===== src/hlts_pkg.sv =====
package hlts_pkg;

  localparam int FRAC_BITS   = 16;
  localparam int MAX_HORIZON = 32;

  localparam int SAMPLE_W  = 32;
  localparam int GAIN_W    = FRAC_BITS + 1;
  localparam int HORIZON_W = 6;
  localparam int STATE_W   = 40;
  localparam int WIDE_W    = 48;
  localparam int MULA_W    = GAIN_W + 1;
  localparam int PROD_W    = MULA_W + STATE_W;
  localparam int SHIFT_W   = PROD_W - FRAC_BITS;

  localparam logic [GAIN_W-1:0] GAIN_ONE = GAIN_W'(1) << FRAC_BITS;

  localparam logic [1:0] CFG_ALPHA   = 2'd0;
  localparam logic [1:0] CFG_BETA    = 2'd1;
  localparam logic [1:0] CFG_HORIZON = 2'd2;

  localparam logic [GAIN_W-1:0]    ALPHA_RESET   = GAIN_W'(13107);
  localparam logic [GAIN_W-1:0]    BETA_RESET    = GAIN_W'(13107);
  localparam logic [HORIZON_W-1:0] HORIZON_RESET = HORIZON_W'(5);

  localparam logic signed [WIDE_W-1:0] S40_MAX = 48'sh007F_FFFF_FFFF;
  localparam logic signed [WIDE_W-1:0] S40_MIN = 48'shFF80_0000_0000;
  localparam logic signed [WIDE_W-1:0] S32_MAX = 48'sh0000_7FFF_FFFF;
  localparam logic signed [WIDE_W-1:0] S32_MIN = 48'shFFFF_8000_0000;

  typedef logic signed [SAMPLE_W-1:0] sample_t;
  typedef logic signed [STATE_W-1:0]  state_t;
  typedef logic signed [WIDE_W-1:0]   wide_t;

  typedef enum logic [3:0] {
    OP_NONE,
    OP_SEED_LEVEL,
    OP_SEED_TREND,
    OP_CAPTURE,
    OP_MUL1,
    OP_MUL2,
    OP_MUL3,
    OP_MUL4,
    OP_MUL5,
    OP_MUL6,
    OP_SUM,
    OP_FCAST
  } dp_op_e;

  typedef struct packed {
    dp_op_e op;
    logic   fc;
    logic   last;
  } cmd_t;

  function automatic state_t sat40(input wide_t v);
    state_t r;
    if (v > S40_MAX) begin
      r = S40_MAX[STATE_W-1:0];
    end else if (v < S40_MIN) begin
      r = S40_MIN[STATE_W-1:0];
    end else begin
      r = v[STATE_W-1:0];
    end
    return r;
  endfunction

  function automatic sample_t sat32(input wide_t v);
    sample_t r;
    if (v > S32_MAX) begin
      r = S32_MAX[SAMPLE_W-1:0];
    end else if (v < S32_MIN) begin
      r = S32_MIN[SAMPLE_W-1:0];
    end else begin
      r = v[SAMPLE_W-1:0];
    end
    return r;
  endfunction

endpackage


===== src/hlts_in_if.sv =====
interface hlts_in_if;
  import hlts_pkg::*;

  logic    valid;
  logic    ready;
  sample_t sample_value;
  logic    end_of_series;

  modport source(output valid, output sample_value, output end_of_series, input ready);
  modport sink(input valid, input sample_value, input end_of_series, output ready);
endinterface


===== src/hlts_out_if.sv =====
interface hlts_out_if;
  import hlts_pkg::*;

  logic    valid;
  logic    ready;
  sample_t smoothed_value;
  logic    is_forecast;
  logic    run_last;

  modport source(output valid, output smoothed_value, output is_forecast, output run_last,
                 input ready);
  modport sink(input valid, input smoothed_value, input is_forecast, input run_last,
               output ready);
endinterface


===== src/hlts_dp.sv =====
module hlts_dp (
  input  logic                              clk_i,
  input  logic                              rst_ni,
  input  hlts_pkg::cmd_t                    cmd_i,
  input  hlts_pkg::sample_t                 sample_i,
  input  logic [hlts_pkg::GAIN_W-1:0]       alpha_i,
  input  logic [hlts_pkg::GAIN_W-1:0]       beta_i,
  output hlts_pkg::sample_t                 value_o,
  output logic                              fc_o,
  output logic                              last_o
);
  import hlts_pkg::*;

  state_t                    level_q, trend_q;
  state_t                    s_q, lv_q, d_q;
  sample_t                   x_q;
  wide_t                     acc_q;
  logic                      fc_q, last_q;
  logic signed [PROD_W-1:0]  prod_q;
  logic signed [SHIFT_W-1:0] t_q;

  logic [GAIN_W-1:0]         alpha_eff, beta_eff, alpha_rem, beta_rem;
  logic signed [MULA_W-1:0]  mul_a;
  state_t                    mul_b;
  logic signed [SHIFT_W-1:0] prod_sh;
  wide_t                     upd_sum;

  assign alpha_eff = (alpha_i > GAIN_ONE) ? GAIN_ONE : alpha_i;
  assign beta_eff  = (beta_i > GAIN_ONE) ? GAIN_ONE : beta_i;
  assign alpha_rem = GAIN_ONE - alpha_eff;
  assign beta_rem  = GAIN_ONE - beta_eff;

  assign prod_sh = $signed(prod_q[PROD_W-1:FRAC_BITS]);
  assign upd_sum = WIDE_W'(t_q) + WIDE_W'(prod_sh);

  always_comb begin
    mul_a = '0;
    mul_b = '0;
    case (cmd_i.op)
      OP_MUL1: begin
        mul_a = $signed({1'b0, alpha_eff});
        mul_b = STATE_W'(x_q);
      end
      OP_MUL2: begin
        mul_a = $signed({1'b0, alpha_rem});
        mul_b = s_q;
      end
      OP_MUL3: begin
        mul_a = $signed({1'b0, beta_rem});
        mul_b = trend_q;
      end
      OP_MUL5: begin
        mul_a = $signed({1'b0, beta_eff});
        mul_b = d_q;
      end
      default: begin
        mul_a = '0;
        mul_b = '0;
      end
    endcase
  end

  always_ff @(posedge clk_i or negedge rst_ni) begin
    if (!rst_ni) begin
      level_q <= '0;
      trend_q <= '0;
    end else begin
      case (cmd_i.op)
        OP_SEED_LEVEL: begin
          level_q <= STATE_W'(sample_i);
          trend_q <= '0;
        end
        OP_SEED_TREND: trend_q <= sat40(WIDE_W'(sample_i) - WIDE_W'(level_q));
        OP_MUL4:       level_q <= lv_q;
        OP_MUL6:       trend_q <= sat40(upd_sum);
        default: ;
      endcase
    end
  end

  always_ff @(posedge clk_i) begin
    prod_q <= mul_a * mul_b;
    case (cmd_i.op)
      OP_SEED_LEVEL: begin
        acc_q  <= WIDE_W'(sample_i);
        fc_q   <= cmd_i.fc;
        last_q <= cmd_i.last;
      end
      OP_SEED_TREND: x_q <= sample_i;
      OP_CAPTURE:    x_q <= sample_i;
      OP_MUL1:       s_q <= sat40(WIDE_W'(level_q) + WIDE_W'(trend_q));
      OP_MUL2:       t_q <= prod_sh;
      OP_MUL3:       lv_q <= sat40(upd_sum);
      OP_MUL4: begin
        t_q <= prod_sh;
        d_q <= sat40(WIDE_W'(lv_q) - WIDE_W'(level_q));
      end
      OP_SUM: begin
        acc_q  <= WIDE_W'(level_q) + WIDE_W'(trend_q);
        fc_q   <= cmd_i.fc;
        last_q <= cmd_i.last;
      end
      OP_FCAST: begin
        acc_q  <= acc_q + WIDE_W'(trend_q);
        fc_q   <= cmd_i.fc;
        last_q <= cmd_i.last;
      end
      default: ;
    endcase
  end

  assign value_o = sat32(acc_q);
  assign fc_o    = fc_q;
  assign last_o  = last_q;

endmodule


===== src/hlts_ctrl.sv =====
module hlts_ctrl (
  input  logic                              clk_i,
  input  logic                              rst_ni,
  input  logic                              in_valid_i,
  input  logic                              in_eos_i,
  output logic                              in_ready_o,
  output logic                              out_valid_o,
  input  logic                              out_ready_i,
  input  logic [hlts_pkg::HORIZON_W-1:0]    horizon_i,
  output hlts_pkg::cmd_t                    cmd_o
);
  import hlts_pkg::*;

  localparam logic [3:0] ST_IDLE  = 4'd0;
  localparam logic [3:0] ST_LOAD  = 4'd1;
  localparam logic [3:0] ST_M1    = 4'd2;
  localparam logic [3:0] ST_M2    = 4'd3;
  localparam logic [3:0] ST_M3    = 4'd4;
  localparam logic [3:0] ST_M4    = 4'd5;
  localparam logic [3:0] ST_M5    = 4'd6;
  localparam logic [3:0] ST_M6    = 4'd7;
  localparam logic [3:0] ST_EMIT  = 4'd8;
  localparam logic [3:0] ST_FCAST = 4'd9;
  localparam logic [3:0] ST_OUT   = 4'd10;

  localparam logic [1:0] PH_FIRST  = 2'd0;
  localparam logic [1:0] PH_SECOND = 2'd1;
  localparam logic [1:0] PH_RUN    = 2'd2;

  logic [3:0]           state_q, state_d, ret_q, ret_d;
  logic [1:0]           phase_q, phase_d;
  logic                 eos_q, eos_d;
  logic [HORIZON_W-1:0] k_q, k_d, h_eff;
  logic                 fcast_more, fcast_last;

  assign h_eff = (horizon_i == '0) ? HORIZON_W'(1) :
                 (horizon_i > HORIZON_W'(MAX_HORIZON)) ? HORIZON_W'(MAX_HORIZON) : horizon_i;
  assign fcast_more = eos_q && (h_eff > HORIZON_W'(1));
  assign fcast_last = (k_q >= h_eff);

  assign in_ready_o  = (state_q == ST_IDLE);
  assign out_valid_o = (state_q == ST_OUT);

  always_comb begin
    state_d = state_q;
    ret_d   = ret_q;
    phase_d = phase_q;
    eos_d   = eos_q;
    k_d     = k_q;
    cmd_o   = '{op: OP_NONE, fc: 1'b0, last: 1'b0};
    case (state_q)
      ST_IDLE: begin
        if (in_valid_i) begin
          eos_d = in_eos_i;
          case (phase_q)
            PH_FIRST: begin
              cmd_o   = '{op: OP_SEED_LEVEL, fc: 1'b0, last: 1'b1};
              ret_d   = ST_IDLE;
              state_d = ST_OUT;
              phase_d = in_eos_i ? PH_FIRST : PH_SECOND;
            end
            PH_SECOND: begin
              cmd_o.op = OP_SEED_TREND;
              state_d  = ST_LOAD;
              phase_d  = in_eos_i ? PH_FIRST : PH_RUN;
            end
            default: begin
              cmd_o.op = OP_CAPTURE;
              state_d  = ST_M1;
              phase_d  = in_eos_i ? PH_FIRST : PH_RUN;
            end
          endcase
        end
      end
      ST_LOAD: begin
        cmd_o   = '{op: OP_SUM, fc: 1'b0, last: 1'b0};
        ret_d   = ST_M1;
        state_d = ST_OUT;
      end
      ST_M1: begin
        cmd_o.op = OP_MUL1;
        state_d  = ST_M2;
      end
      ST_M2: begin
        cmd_o.op = OP_MUL2;
        state_d  = ST_M3;
      end
      ST_M3: begin
        cmd_o.op = OP_MUL3;
        state_d  = ST_M4;
      end
      ST_M4: begin
        cmd_o.op = OP_MUL4;
        state_d  = ST_M5;
      end
      ST_M5: begin
        cmd_o.op = OP_MUL5;
        state_d  = ST_M6;
      end
      ST_M6: begin
        cmd_o.op = OP_MUL6;
        state_d  = ST_EMIT;
      end
      ST_EMIT: begin
        cmd_o   = '{op: OP_SUM, fc: eos_q, last: !fcast_more};
        ret_d   = fcast_more ? ST_FCAST : ST_IDLE;
        k_d     = HORIZON_W'(2);
        state_d = ST_OUT;
      end
      ST_FCAST: begin
        cmd_o   = '{op: OP_FCAST, fc: 1'b1, last: fcast_last};
        ret_d   = fcast_last ? ST_IDLE : ST_FCAST;
        k_d     = k_q + HORIZON_W'(1);
        state_d = ST_OUT;
      end
      ST_OUT: begin
        if (out_ready_i) begin
          state_d = ret_q;
        end
      end
      default: state_d = ST_IDLE;
    endcase
  end

  always_ff @(posedge clk_i or negedge rst_ni) begin
    if (!rst_ni) begin
      state_q <= ST_IDLE;
      ret_q   <= ST_IDLE;
      phase_q <= PH_FIRST;
      eos_q   <= 1'b0;
      k_q     <= '0;
    end else begin
      state_q <= state_d;
      ret_q   <= ret_d;
      phase_q <= phase_d;
      eos_q   <= eos_d;
      k_q     <= k_d;
    end
  end

  a_no_overlap: assert property (@(posedge clk_i) disable iff (!rst_ni)
    !(in_ready_o && out_valid_o))
    else $error("input and output handshakes open together");

  a_accept_leaves_idle: assert property (@(posedge clk_i) disable iff (!rst_ni)
    (in_valid_i && in_ready_o) |=> (state_q != ST_IDLE))
    else $error("accepted sample did not start work");

  a_fcast_count: assert property (@(posedge clk_i) disable iff (!rst_ni)
    (state_q == ST_FCAST) |-> (k_q >= HORIZON_W'(2) && k_q <= h_eff))
    else $error("forecast step out of range");

  a_fcast_needs_eos: assert property (@(posedge clk_i) disable iff (!rst_ni)
    (state_q == ST_FCAST) |-> (eos_q && phase_q == PH_FIRST))
    else $error("forecast outside series end");

endmodule


===== src/holt_linear_trend_smoother.sv =====
// Holt linear trend smoother, Q16.16 samples, Q1.16 gains.
// sample_i: one sample per transfer, end_of_series on the last of a series.
// result_o: smoothed or forecast values; run_last marks the final result of a sample.
// cfg_*: write alpha (0), beta (1) and horizon (2) only while the block is idle.
// One shared 18x40 multiplier runs the level and trend update as a six-step chain,
// after which the smoothed result is emitted; the second sample of a series first
// yields the seeded level plus trend, a first sample its own value. Each forecast
// value adds the trend to the previous result.
// The block takes no new sample while any result of the current one is pending.
// A stalled receiver holds the current result steady and freezes the sequence.
// Reset clears level, trend and phase and loads the default gains and horizon.
module holt_linear_trend_smoother (
  input  logic                          clk_i,
  input  logic                          rst_ni,
  hlts_in_if.sink                       sample_i,
  hlts_out_if.source                    result_o,
  input  logic                          cfg_we_i,
  input  logic [1:0]                    cfg_idx_i,
  input  logic [hlts_pkg::GAIN_W-1:0]   cfg_data_i
);
  import hlts_pkg::*;

  logic [GAIN_W-1:0]    alpha_q, beta_q;
  logic [HORIZON_W-1:0] horizon_q;
  cmd_t                 cmd;
  logic                 in_ready, out_valid;

  always_ff @(posedge clk_i or negedge rst_ni) begin
    if (!rst_ni) begin
      alpha_q   <= ALPHA_RESET;
      beta_q    <= BETA_RESET;
      horizon_q <= HORIZON_RESET;
    end else if (cfg_we_i) begin
      case (cfg_idx_i)
        CFG_ALPHA:   alpha_q   <= cfg_data_i;
        CFG_BETA:    beta_q    <= cfg_data_i;
        CFG_HORIZON: horizon_q <= cfg_data_i[HORIZON_W-1:0];
        default: ;
      endcase
    end
  end

  hlts_ctrl u_ctrl (
    .clk_i       (clk_i),
    .rst_ni      (rst_ni),
    .in_valid_i  (sample_i.valid),
    .in_eos_i    (sample_i.end_of_series),
    .in_ready_o  (in_ready),
    .out_valid_o (out_valid),
    .out_ready_i (result_o.ready),
    .horizon_i   (horizon_q),
    .cmd_o       (cmd)
  );

  hlts_dp u_dp (
    .clk_i    (clk_i),
    .rst_ni   (rst_ni),
    .cmd_i    (cmd),
    .sample_i (sample_i.sample_value),
    .alpha_i  (alpha_q),
    .beta_i   (beta_q),
    .value_o  (result_o.smoothed_value),
    .fc_o     (result_o.is_forecast),
    .last_o   (result_o.run_last)
  );

  assign sample_i.ready = in_ready;
  assign result_o.valid = out_valid;

endmodule

===== src/flat_wrapper.sv =====
// flat-port wrapper written by rule: the top's interface ports become plain ports
module holt_linear_trend_smoother_flat import hlts_pkg::*;
  (clk_i, rst_ni, cfg_we_i, cfg_idx_i, cfg_data_i, sample_i_valid, sample_i_sample_value, sample_i_end_of_series, sample_i_ready, result_o_valid, result_o_smoothed_value, result_o_is_forecast, result_o_run_last, result_o_ready);
  hlts_in_if sample_i_i ();
  hlts_out_if result_o_i ();
  input  logic clk_i;
  input  logic rst_ni;
  input  logic cfg_we_i;
  input  logic [1:0] cfg_idx_i;
  input  logic [hlts_pkg::GAIN_W-1:0] cfg_data_i;
  input wire logic [$bits(sample_i_i.valid)-1:0] sample_i_valid;
  input wire logic [$bits(sample_i_i.sample_value)-1:0] sample_i_sample_value;
  input wire logic [$bits(sample_i_i.end_of_series)-1:0] sample_i_end_of_series;
  output wire logic [$bits(sample_i_i.ready)-1:0] sample_i_ready;
  output wire logic [$bits(result_o_i.valid)-1:0] result_o_valid;
  output wire logic [$bits(result_o_i.smoothed_value)-1:0] result_o_smoothed_value;
  output wire logic [$bits(result_o_i.is_forecast)-1:0] result_o_is_forecast;
  output wire logic [$bits(result_o_i.run_last)-1:0] result_o_run_last;
  input wire logic [$bits(result_o_i.ready)-1:0] result_o_ready;
  assign sample_i_i.valid = sample_i_valid;
  assign sample_i_i.sample_value = sample_i_sample_value;
  assign sample_i_i.end_of_series = sample_i_end_of_series;
  assign sample_i_ready = sample_i_i.ready;
  assign result_o_valid = result_o_i.valid;
  assign result_o_smoothed_value = result_o_i.smoothed_value;
  assign result_o_is_forecast = result_o_i.is_forecast;
  assign result_o_run_last = result_o_i.run_last;
  assign result_o_i.ready = result_o_ready;
  holt_linear_trend_smoother u_core (.clk_i(clk_i), .rst_ni(rst_ni), .sample_i(sample_i_i), .result_o(result_o_i), .cfg_we_i(cfg_we_i), .cfg_idx_i(cfg_idx_i), .cfg_data_i(cfg_data_i));
endmodule

===== config.mk =====
export PLATFORM = sky130hd
export DESIGN_NAME = holt_linear_trend_smoother_flat
export DESIGN_NICKNAME = d
export VERILOG_FILES = /design/src/hlts_pkg.sv /design/src/hlts_in_if.sv /design/src/hlts_out_if.sv /design/src/hlts_dp.sv /design/src/hlts_ctrl.sv /design/src/holt_linear_trend_smoother.sv /design/src/flat_wrapper.sv
export SDC_FILE = /design/constraint.sdc
export NUM_CORES = 2
export LEC_CHECK = 0
export BUFFER_PORTS_ARGS = -buffer_cell sky130_fd_sc_hd__buf_2
export CORE_MARGIN = 3
export CORE_UTILIZATION = 50
export DETAILED_ROUTE_END_ITERATION = 7
export GPL_TIMING_DRIVEN = 0
export MAX_ROUTING_LAYER = met4
export PLACE_DENSITY_LB_ADDON = 0.12
export SYNTH_ARGS = -nofsm -noshare
export SYNTH_HDL_FRONTEND = slang
export SYNTH_SLANG_ARGS = --single-unit

===== constraint.sdc =====
create_clock -name clk_i -period 26.7 [get_ports clk_i]
set_clock_uncertainty 0.1 [all_clocks]
set_input_delay 2.67 -clock clk_i [delete_from_list [all_inputs] [get_ports clk_i]]
set_output_delay 2.67 -clock clk_i [all_outputs]
set_load 0.005 [all_outputs]

==> run_results.csv <==
group,metric,value,unit
yosys,synth-xor-area-share,4.28,%
yosys,netlist_area,50900,um^2
global_routing,gr-usage-all-layers,33.9,%
critical_path,path_class,"flop to flop",
clocking,htree_levels,2,
critical_path,arrival,13.23,ns
floorplan,die_w,325,um
drt,ant_nets,0,
power,p_leak,25.5,nW
critical_path,path_max_fanout,10,
placed_design,io_buffers,92,
global_routing,grt_max_degree,75,
timing,relSlewSlack,-2.09,%
yosys,synth_cell_types,103,
floorplan,dieArea,106000,um^2
placed_design,dpl-instance-area,53400,um^2
global_routing,grt_pass1_wl,261,mm
timing,timing.fmax,78.0,MHz
critical_path,r2r_start,"u_core.beta_q[7]$_DFFE_PN0P_",
clocking,numCtsBuffers,49,
drt,drt-wirelength-per-cell,24.6,um
critical_path,crit_family,"adder cells",
yosys,synthArstFlopShare,32.1,%
floorplan,num_io_pins,93,
floorplan,placementRows,116,
drt,drtPass1Iterations,6,
clocking,holdBufCountCts,0,
clocking,clk_pin_slew,0.06,ns
global_routing,grt_pass1_vias,41100,
run,cap_violations,1,
final_layout,fill_cells,9507,
global_routing,grt_remaining_overflow,0,
timing,min_period_over_period,48.0,%
critical_path,slowest_delay,1.27,ns
final_layout,fin_area,55100,um^2
clocking,ctsResizeCount,0,
final_layout,layout_common_cells,"inv_1 (849), fa_1 (644), nand2_1 (573)",
yosys,synth-main-ff-cell,"edfxtp_1",
final_layout,area_delta_synth_final,8.24,%
timing,finalCriticalPeriod,12.82,ns
run_status,outcome,"complete, but fails checks",
placed_design,dp_hpwl,144,mm
clocking,clkLatencyLatePin,0.64,ns
timing,hold_viol,0,
critical_path,cpMostUsedCell,"fa_1",
clocking,clockBufferDepth,3,
final_layout,final_nets,6733,
global_routing,antenna_found_initial,5,
drt,vias_per_cell,5.86,
timing,rsz0062_at_grt,"no",
critical_path,crit_path_start_kind,"flop",
floorplan,initial_core_util,50.6,%
placed_design,place.gp.congestion,0.979,
drt,dr_total_vias,41600,
critical_path,crit_buf_inv,7,
clocking,post_cts_buffers,0,
power,total_power,0.00786,W
drt,finalWirelength,174,mm
floorplan,die_y,325,um
yosys,synthMuxAreaShare,1.50,%
critical_path,worst_setup_path_end_kind,"flop",
yosys,syn_nets,6576,
yosys,yosysSeqAreaShare,22.7,%
critical_path,crit_required,27.11,ns
final_layout,layout-drive-gt1-share,6.83,%
yosys,syn_avg_cell_area,9.21,um^2
worst_hold_path,min_from,"u_core.u_dp.prod_q[45]$_DFF_P_",
drt,first_iter_violations,4120,
clocking,root_buffer,"clkbuf_16",
yosys,ys_warn_count,0,
floorplan,coreArea,101000,um^2
worst_hold_path,min_path_type,"flop to flop",
yosys,synth_top_family_by_area,"adder cells",
timing,finalSetupViolations,0,
yosys,synth-simple-area-share,12.9,%
power,ir_drop,0.0921,mV
power,power_per_cell_area,143,nW/um^2
timing,slew_viol_final,8,
yosys,synth_edf_count,244,
critical_path,cp-startpoint,"u_core.beta_q[7]$_DFFE_PN0P_",
clocking,cts_tree,"yes",
yosys,synth-adder-area-share,34.5,%
yosys,ys_seq_elements,421,
yosys,synth_cells,5527,
run_status,violations,"max-capacitance violations, max-slew violations",
clocking,cts.sinks,421,
critical_path,slowest_stage,"nor4bb_1",
final_layout,layout_commonest_cell,"inv_1",
drt,route.detailed.drc,0,
timing,tightest_slew,1.51,ns
yosys,synth_compound_area_share,15.9,%
timing,tns,0,ns
timing,holdWs,0.340,ns
final_layout,post-route-util,54.8,%
==> cell families (layout without fill, tap and decap cells) <==
| logic type | after synthesis | count (layout) |
|---|---|---|
| AOI/OAI and AO/OA | 1202 | 1202 |
| muxes | 70 | 70 |
| other | 0 | 6 |
| and+or+nand+nor | 1478 | 1478 |
| adders and majority gates | 1026 | 1026 |
| xor gates and xnor gates | 248 | 248 |
| buffers and inverters | 1082 | 1279 |
| DFF | 421 | 421 |
==> layer usage <==
| metal | share of wire, % | track usage [%] | routed length [um] |
|---|---|---|---|
| met4 | 4.6 | 13.2 | 8010 |
| met2 | 45 | 51.0 | 78100 |
| met5 | 0 | - | 0 |
| met1 | 42 | 45.4 | 73000 |
| met3 | 8.6 | 6.64 | 15000 |
==> sequential cells by signal, indices dropped and copies added, names as in the netlist, 4 cells and up <==
register	cells
u_core.u_dp.lv_q	40
u_core.u_dp.level_q	40
u_core.u_ctrl.k_q	6
u_core.alpha_q	17
u_core.horizon_q	6
u_core.u_dp.s_q	40
u_core.u_dp.t_q	42
u_core.u_dp.x_q	32
u_core.u_dp.d_q	40
u_core.u_dp.prod_q	42
u_core.u_dp.acc_q	48
u_core.beta_q	17
u_core.u_ctrl.state_q	4
u_core.u_dp.trend_q	40
==> worst paths after layout <==
| check | to | slack [ns] | depth (start not counted) |
|---|---|---|---|
| setup / recovery | u_core.u_dp.prod_q[53]$_DFF_P_ | 13.88 | 34 |
| hold / removal | u_core.u_dp.t_q[29]$_DFFE_PP_ | 0.34 | 0 |
| setup reg to reg | u_core.u_dp.prod_q[53]$_DFF_P_ | 13.88 | 34 |
| hold reg to reg | u_core.u_dp.t_q[29]$_DFFE_PP_ | 0.34 | 0 |
| max in group asynchronous | u_core.alpha_q[12]$_DFFE_PN1P_ | 23.73 | 2 |
| min in group asynchronous | u_core.u_ctrl.state_q[0]$_DFFE_PN0P_ | 1.91 | 1 |
==> through the flow <==
| stage | worst slack, ns | instances |
|---|---|---|
| after floorplan | 17.67 | 5527 |
| final | 13.88 | 7087 |
| after global routing | 13.56 | 7081 |
| after CTS | 14.30 | 7081 |
| after global placement | 13.84 | 6976 |
| after detailed placement | 14.39 | 6990 |
==> Yosys cell counts, types with 23 or more instances <==
cell type	n	share of area (%)
and3_1	47	0.58
nor3_1	45	0.44
o21ai_1	24	0.24
clkbuf_1	165	1.2
mux2_2	39	0.86
buf_2	23	0.23
xnor2_1	153	2.6
a21o_1	152	2.2
maj3_1	34	0.67
nor2_1	487	3.6
o211ai_1	30	0.44
ha_1	348	8.6
o21bai_1	38	0.56
and2_1	50	0.61
dfrtp_1	117	5.7
fa_1	644	25
a21oi_1	296	2.9
inv_1	849	6.3
o21ai_0	241	2.4
o21a_1	38	0.56
nand2_1	574	4.2
nand2b_1	72	0.88
mux2i_1	30	0.59
edfxtp_1	244	14
xor2_1	94	1.6
a22oi_1	116	1.7
a31oi_1	25	0.31
dfxtp_1	42	1.7
nand3_1	64	0.63
buf_1	26	0.19
nand4_1	42	0.52
==> worst reg2reg max path: cells and delay by family, from the launching register on <==
kind | cells | cell delay [ns]
and+or+nand+nor | 9 | 3.30
buffers and inverters | 7 | 2.01
xor gates and xnor gates | 2 | 0.33
adders and majority gates | 8 | 3.60
DFF | 1 | 0.43
AOI/OAI and AO/OA | 8 | 2.94
==> power breakdown <==
group / internal [W] / switching [W] / total (W)
combinational: 0.00210 / 0.00377 / 0.00587
sequential: 0.00107 / 0.000190 / 0.00126
clock: 0.000421 / 0.000307 / 0.000728
total: 0.00360 / 0.00426 / 0.00786
==> area by class of cell <==
class / instances / area, um^2 / share of cell area (%)
multi-input combinational: 4024 / 35200 / 63.9
inverter: 851 / 3190 / 5.80
antenna: 6 / 15.0 / 0.0272
timing repair buffer: 106 / 689 / 1.25
clock buffer: 68 / 1490 / 2.69
buffer: 231 / 1000 / 1.82
clock inverter: 23 / 245 / 0.445
sequential: 421 / 11600 / 21.0
tap: 1357 / 1700 / 3.08
Note: power is estimated with default switching activity, not from simulation.
